--- src/hdl/dtlb_pkg.sv ---
`default_nettype none
package dtlb_pkg;

	localparam int TLB_ENTRIES = 64;
	// cell ids cover any entry count up to 256
	localparam int CELL_ID_W = 8;
	localparam int VA_W = 64;
	localparam int PA_W = 41;
	localparam int CTX_W = 13;
	localparam int PAGE_LSB = 13;
	localparam int IDX_W = 6;
	localparam int CFG_IDX_W = 2;
	localparam int CFG_DATA_W = 13;

	localparam logic MODE_WRITE = 1'b0;
	localparam logic MODE_XLATE = 1'b1;

	localparam logic [1:0] FK_NONE = 2'd0;
	localparam logic [1:0] FK_PROT = 2'd1;
	localparam logic [1:0] FK_MISS = 2'd2;

	localparam logic [CFG_IDX_W-1:0] CFG_MMU_ENABLE = 2'd0;
	localparam logic [CFG_IDX_W-1:0] CFG_PRIMARY_CTX = 2'd1;

	localparam logic [63:0] MASK_8K = 64'hffff_ffff_ffff_e000;
	localparam logic [63:0] MASK_64K = 64'hffff_ffff_ffff_0000;
	localparam logic [63:0] MASK_512K = 64'hffff_ffff_fff8_0000;
	localparam logic [63:0] MASK_4M = 64'hffff_ffff_ffc0_0000;

	// broadcast entry write
	typedef struct packed {
		logic vld;
		logic [CELL_ID_W-1:0] idx;
		logic [VA_W-1:0] tag;
		logic [63:0] tte;
	} dtlb_wr_t;

	// lookup word handed from cell to cell
	typedef struct packed {
		logic [VA_W-1:0] va;
		logic [CTX_W-1:0] ctx;
		logic wr;
		logic usr;
		logic hit;
		logic prot;
		logic cw;
		logic [PA_W-1:0] pa;
	} dtlb_lkp_t;

	function automatic logic [63:0] page_mask(input logic [1:0] sz);
		logic [63:0] m;
		case (sz)
			2'd0: m = MASK_8K;
			2'd1: m = MASK_64K;
			2'd2: m = MASK_512K;
			default: m = MASK_4M;
		endcase
		return m;
	endfunction

endpackage
`default_nettype wire

--- src/hdl/dtlb_cell.sv ---
`default_nettype none
module dtlb_cell (
	input wire logic clk,
	input wire logic arst_n,
	input wire logic en,
	input wire logic [dtlb_pkg::CELL_ID_W-1:0] cell_id,
	input wire dtlb_pkg::dtlb_wr_t wr,
	input wire logic vld_in,
	input wire dtlb_pkg::dtlb_lkp_t lkp_in,
	output logic vld_out,
	output dtlb_pkg::dtlb_lkp_t lkp_out
);
	import dtlb_pkg::*;

	logic ent_vld_q;
	logic [VA_W-1:0] tag_q;
	logic [1:0] size_q;
	logic [PA_W-1:PAGE_LSB] ppn_q;
	logic priv_q;
	logic wrt_q;

	logic sel;
	logic [63:0] m;
	logic hit_here;
	logic prot;
	logic [63:0] pa64;
	dtlb_lkp_t nxt;

	assign sel = wr.vld && (wr.idx == cell_id);

	always_ff @(posedge clk or negedge arst_n) begin
		if (!arst_n) begin
			ent_vld_q <= 1'b0;
		end else if (sel) begin
			ent_vld_q <= wr.tte[63];
		end
	end

	always_ff @(posedge clk) begin
		if (sel) begin
			tag_q <= wr.tag;
			size_q <= wr.tte[62:61];
			ppn_q <= wr.tte[PA_W-1:PAGE_LSB];
			priv_q <= wr.tte[2];
			wrt_q <= wr.tte[1];
		end
	end

	always_comb begin
		m = page_mask(size_q);
		hit_here = ent_vld_q && (tag_q[CTX_W-1:0] == lkp_in.ctx)
			&& ((lkp_in.va & m) == (tag_q & m));
		prot = (priv_q && lkp_in.usr) || (!wrt_q && lkp_in.wr);
		pa64 = ({{(64-PA_W){1'b0}}, ppn_q, {PAGE_LSB{1'b0}}} & m) | (lkp_in.va & ~m);
		nxt = lkp_in;
		// first hit down the chain wins
		if (!lkp_in.hit && hit_here) begin
			nxt.hit = 1'b1;
			nxt.prot = prot;
			if (!prot) begin
				nxt.pa = {pa64[PA_W-1:PAGE_LSB], {PAGE_LSB{1'b0}}};
				nxt.cw = wrt_q;
			end
		end
	end

	always_ff @(posedge clk or negedge arst_n) begin
		if (!arst_n) begin
			vld_out <= 1'b0;
		end else if (en) begin
			vld_out <= vld_in;
		end
	end

	always_ff @(posedge clk) begin
		if (en) begin
			lkp_out <= nxt;
		end
	end

endmodule
`default_nettype wire

--- config.mk ---
export PLATFORM = sky130hd
export DESIGN_NAME = dtlb_cell
export DESIGN_NICKNAME = d
export VERILOG_FILES = /design/src/hdl/dtlb_pkg.sv /design/src/hdl/dtlb_cell.sv
export SDC_FILE = /design/constraint.sdc
export NUM_CORES = 1
export LEC_CHECK = 0
export BUFFER_PORTS_ARGS = -buffer_cell sky130_fd_sc_hd__buf_2
export CORE_AREA = 10 10 144 146
export DETAILED_ROUTE_END_ITERATION = 7
export DIE_AREA = 0 0 154 156
export PLACE_DENSITY = 0.82
export SETUP_SLACK_MARGIN = 0.5
export SYNTH_ARGS = -nofsm -noshare
export SYNTH_HDL_FRONTEND = slang
export SYNTH_SLANG_ARGS = --single-unit
--- constraint.sdc ---
create_clock -name clk -period 4.47 [get_ports clk]
set_input_delay 0.447 -clock clk [delete_from_list [all_inputs] [get_ports clk]]
set_output_delay 0.447 -clock clk [all_outputs]
set_load 0.02 [all_outputs]
==> results.txt <==
----------------------------------------------------
[Status]
  Outcome ... completed

[Route]
  Final Routed Wirelength ... approximately 23000 um
  Top layer used by detailed routing ... met5
  Pre-antenna DRT Iters ... 4
  Routed length on met1 ... approximately 7500 um
  Routed WL per cell ... between 20 and 25 um
  Metal3 WL ... 2750 um
  Final routed DRC violation total ... 0
  DRC marker count from the first detailed-route iteration ... 327
  Vias per std cell ... about 4.9
  Routed vias ... 5085
  Number of nets with antenna violations after detailed routing ... 0
  Detailed route wirelength on metal2 ... between 10000 and 15000 um

[STA]
  Minimum clock period ... about 3200 ps
  Max Clock Freq ... ~0.31 GHz
  Worst-case clock skew ... roughly 15 ps
  Count of final hold-check violations ... 0
  Setup repair after global routing missed its margin ... false
  Final worst path period share ... slightly above 70%
  Max transition margin ... 49.62%
  Pins over their slew limit ... 0
  Least-Margin Pin Slew ... 755.6 ps
  Number of endpoints failing setup at the final stage ... 0

[Placed design]
  Placed Instances ... approximately 1000
  Final GP Congestion ... 0.8095
  HPWL Detailed ... 17750 um
  Cell Area, Placed ... 10360 sq um
  Input/output buffers ... about 360

[Finish]
  Final std cell area, no fill ... around 11000 sq um
  Layout cell share with drive strength beyond 1 ... 54.83%
  Number of fill cells in the layout ... 1304
  Filler-free cell count of the finished design ... between 1000 and 1500
  Nets@finish ... ~1100
  Area added between synthesis and finish ... 33.65%

[Power]
  Leakage component of the power ... approximately 4.6 nW
  Overall power consumption ... around 0.0045 W
  Maximum vdd ir drop ... roughly 0.35 mV
  Total power density per cell area ... 408.7 nW/um^2

[GRT]
  Global-route wire length before repair ... roughly 33000 um
  Largest net degree at the start of global routing ... 74
  Overall fraction of global-route tracks in use ... between 15 and 20%
  Initial antenna violation count ... 4
  Via count of the first global-routing pass ... 5754
  Residual overflow from global routing ... 0

[Logic synthesis]
  Portion of the post-synthesis area used by sequential elements ... 80.32%
  Most used DFF post-synth ... sky130_fd_sc_hd__edfxtp_1
  Fraction of post-synthesis cell area in the top cell type by area ... approximately 80%
  Mapped Avg Cell Area ... a little over 20 sq um
  Ys Warns ... 0
  Number of cells produced by synthesis ... approximately 410
  Cell types with the highest counts after synthesis ... 219 x sky130_fd_sc_hd__edfxtp_1, 36 x sky130_fd_sc_hd__xor2_1, 26 x sky130_fd_sc_hd__mux2_4, 22 x sky130_fd_sc_hd__xnor2_1
  Cell type with the highest aggregate area in the netlist ... sky130_fd_sc_hd__edfxtp_1
  Proportion of synthesized flip-flops having asynchronous set or reset ... less than 1%
  Number of enable flip-flop cells after synthesis ... roughly 220
  Synthesis-stage register bit count ... approximately 220
  Synth unique cells ... 37
  Netlist Area Pre-Place ... ~8300 sq um
  Syn_nets ... roughly 680
  Most instantiated library cell after synthesis ... sky130_fd_sc_hd__edfxtp_1
  Dominant cells by area after synthesis ... sky130_fd_sc_hd__edfxtp_1 80%, sky130_fd_sc_hd__mux2_4 4.7%, sky130_fd_sc_hd__xor2_1 3.8%, sky130_fd_sc_hd__xnor2_1 2.3%, sky130_fd_sc_hd__mux2_2 1.9%

[Critical path]
  Slack of the worst reg-to-reg path ... roughly 1300 ps
  Capture point of the worst path ... lkp_out[16]
  Startpoint class of the critical path ... flop
  Worst setup startpoint ... tag_q[43]
  Peak fanout along the critical path ... 31
  Depth of the worst register-to-register path ... 7
  Kind of critical path ... reg2reg
  Critical register-to-register path endpoint ... lkp_out[16]
  CP Capture Type ... flop
  Worst reg2reg path startpoint ... tag_q[43]
  Arr. time, crit path ... 3450 ps
  Data required time at the worst endpoint ... between 4000 and 5000 ps

[Job]
  Max-cap violation count ... 0

[Clock network]
  Max Root-Sink Buffers ... 3
  TritonCTS Buffers ... 23
  Root Buffer Master ... sky130_fd_sc_hd__clkbuf_16
  Clock-pin slew of the registers on the worst-case setup and hold paths ... around 60 ps
  Sink Count ... 221
  TritonCTS clock tree ... done
  Clock insertion delay at the later pin of the skew report ... ~500 ps
  CTS H-tree lvls ... 1

[Die]
  Number of top-level pins ... ~400
  Initial Util ... 46.24%
  Overall die area ... approximately 24000 sq um
  Core region area ... about 18000 sq um
  FP Rows ... slightly below 50
  Floorplan die height ... around 160 um
  Width of the die ... roughly 150 um

[Worst hold path]
  Hold-critical path depth ... 1
  Worst Hold Class ... in2reg

----------------------------------------------------
through the flow:
| step | worst slack [ps] | TNS [ps] | hold slack (ps) | util (%) |
|---|---|---|---|---|
| after floorplan | -163.0 | -3284 | 151.4 | - |
| after global placement | 981.8 | 0 | 258.3 | 58.10 |
| after detailed placement | 982.3 | 0 | 257.2 | 58.10 |
| after CTS | 1171 | 0 | 106.6 | 61.79 |
| after global routing | 986.5 | 0 | 104.9 | 61.81 |
| final | 1270 | 0 | 125.0 | 61.81 |
cells in the final DEF (no fill, tap or decap), types with 2 or more instances in the layout:
| cell type | synthesis | routed |
|---|---|---|
| sky130_fd_sc_hd__clkbuf_16 | 0 | 23 |
| sky130_fd_sc_hd__o21a_1 | 2 | 2 |
| sky130_fd_sc_hd__buf_4 | 0 | 4 |
| sky130_fd_sc_hd__o22ai_1 | 5 | 5 |
| sky130_fd_sc_hd__clkbuf_1 | 2 | 4 |
| sky130_fd_sc_hd__buf_2 | 0 | 363 |
| sky130_fd_sc_hd__nand4_1 | 6 | 6 |
| sky130_fd_sc_hd__xnor2_1 | 22 | 22 |
| sky130_fd_sc_hd__and2_1 | 13 | 13 |
| sky130_fd_sc_hd__nor2b_1 | 2 | 2 |
| sky130_fd_sc_hd__xor2_1 | 36 | 36 |
| sky130_fd_sc_hd__mux2_2 | 14 | 14 |
| sky130_fd_sc_hd__a21oi_1 | 2 | 2 |
| sky130_fd_sc_hd__nor4_1 | 10 | 9 |
| sky130_fd_sc_hd__edfxtp_1 | 219 | 219 |
| sky130_fd_sc_hd__mux2_4 | 26 | 26 |
| sky130_fd_sc_hd__inv_1 | 14 | 14 |
| sky130_fd_sc_hd__clkinv_1 | 0 | 6 |
| sky130_fd_sc_hd__nor2_1 | 3 | 3 |
| sky130_fd_sc_hd__a22oi_1 | 3 | 3 |
| sky130_fd_sc_hd__a22o_1 | 2 | 2 |
| sky130_fd_sc_hd__clkinv_2 | 0 | 4 |
| sky130_fd_sc_hd__dfrtp_1 | 2 | 2 |
| sky130_fd_sc_hd__nand2_1 | 3 | 3 |
metal layers:
| metal | GRT usage [%] | vias to the layer above |
|---|---|---|
| met1 | 17.69 | 2401 |
| met2 | 32.46 | 299 |
| li1 | - | 2343 |
| met5 | 0 | - |
| met4 | 4.948 | 6 |
| met3 | 8.161 | 36 |
how the worst min path moves through the flow:
stage | slack, ps | start | endpoint
floorplan | 150 | arst_n | ent_vld_q
global placement | 260 | arst_n | vld_out
detailed placement | 260 | arst_n | vld_out
CTS | 110 | lkp_in[64] | lkp_out[64]
global route | 100 | wr[97] | tag_q[33]
finish | 120 | wr[29] | ppn_q[29]
worst max-delay path, cell delays in order (launching register included):
cell                        delay, ps
sky130_fd_sc_hd__edfxtp_1         380
sky130_fd_sc_hd__xor2_1           170
sky130_fd_sc_hd__nor4_1           360
sky130_fd_sc_hd__nand4_1          180
sky130_fd_sc_hd__nor4_2           480
sky130_fd_sc_hd__nand4bb_4        600
sky130_fd_sc_hd__buf_4            460
sky130_fd_sc_hd__mux2_4           320
layout make-up:
| cell class | count | area, sq um | area share, % |
|---|---|---|---|
| well taps | 229 | 286.5 | 2.598 |
| clock buffers | 27 | 590.6 | 5.356 |
| flip-flops and latches | 221 | 6626 | 60.09 |
| multi-input cells | 164 | 1529 | 13.87 |
| clock inverters | 12 | 58.81 | 0.5333 |
| diodes | 1 | 2.502 | 0.02269 |
| inverters | 15 | 56.30 | 0.5106 |
| repair buffers | 369 | 1877 | 17.02 |
state kept, by name (all words and copies together), names as in the netlist:
| name | cells |
|---|---|
| ent_vld_q | 1 |
| vld_out | 1 |
| ppn_q | 28 |
| priv_q | 1 |
| lkp_out | 123 |
| wrt_q | 1 |
| size_q | 2 |
| tag_q | 64 |
timing repair:
action,CTS,global route
gates resized for setup,0,0
hold endpoints to repair,2,0
setup buffers,0,0
hold buffers,1,0
where the power goes:
group          internal (W)  switching, W  total, W
clock network      0.000937      0.000724   0.00166
logic              0.000179      0.000258  0.000437
registers           0.00238     0.0000230   0.00241
total               0.00350       0.00101   0.00451
cells by family (layout without fill, tap and decap cells):
kind of cell    Yosys count  count (layout)  synth area share, %
compound gates           20              20                1.865
xor+xnor                 58              58                6.157
buf+inv                  21             423                1.532
flops                   221             221                80.32
mux                      40              40                6.642
other cells               0               1                    0
simple gates             46              46                3.488
Note: power is estimated with default switching activity, not from simulation.
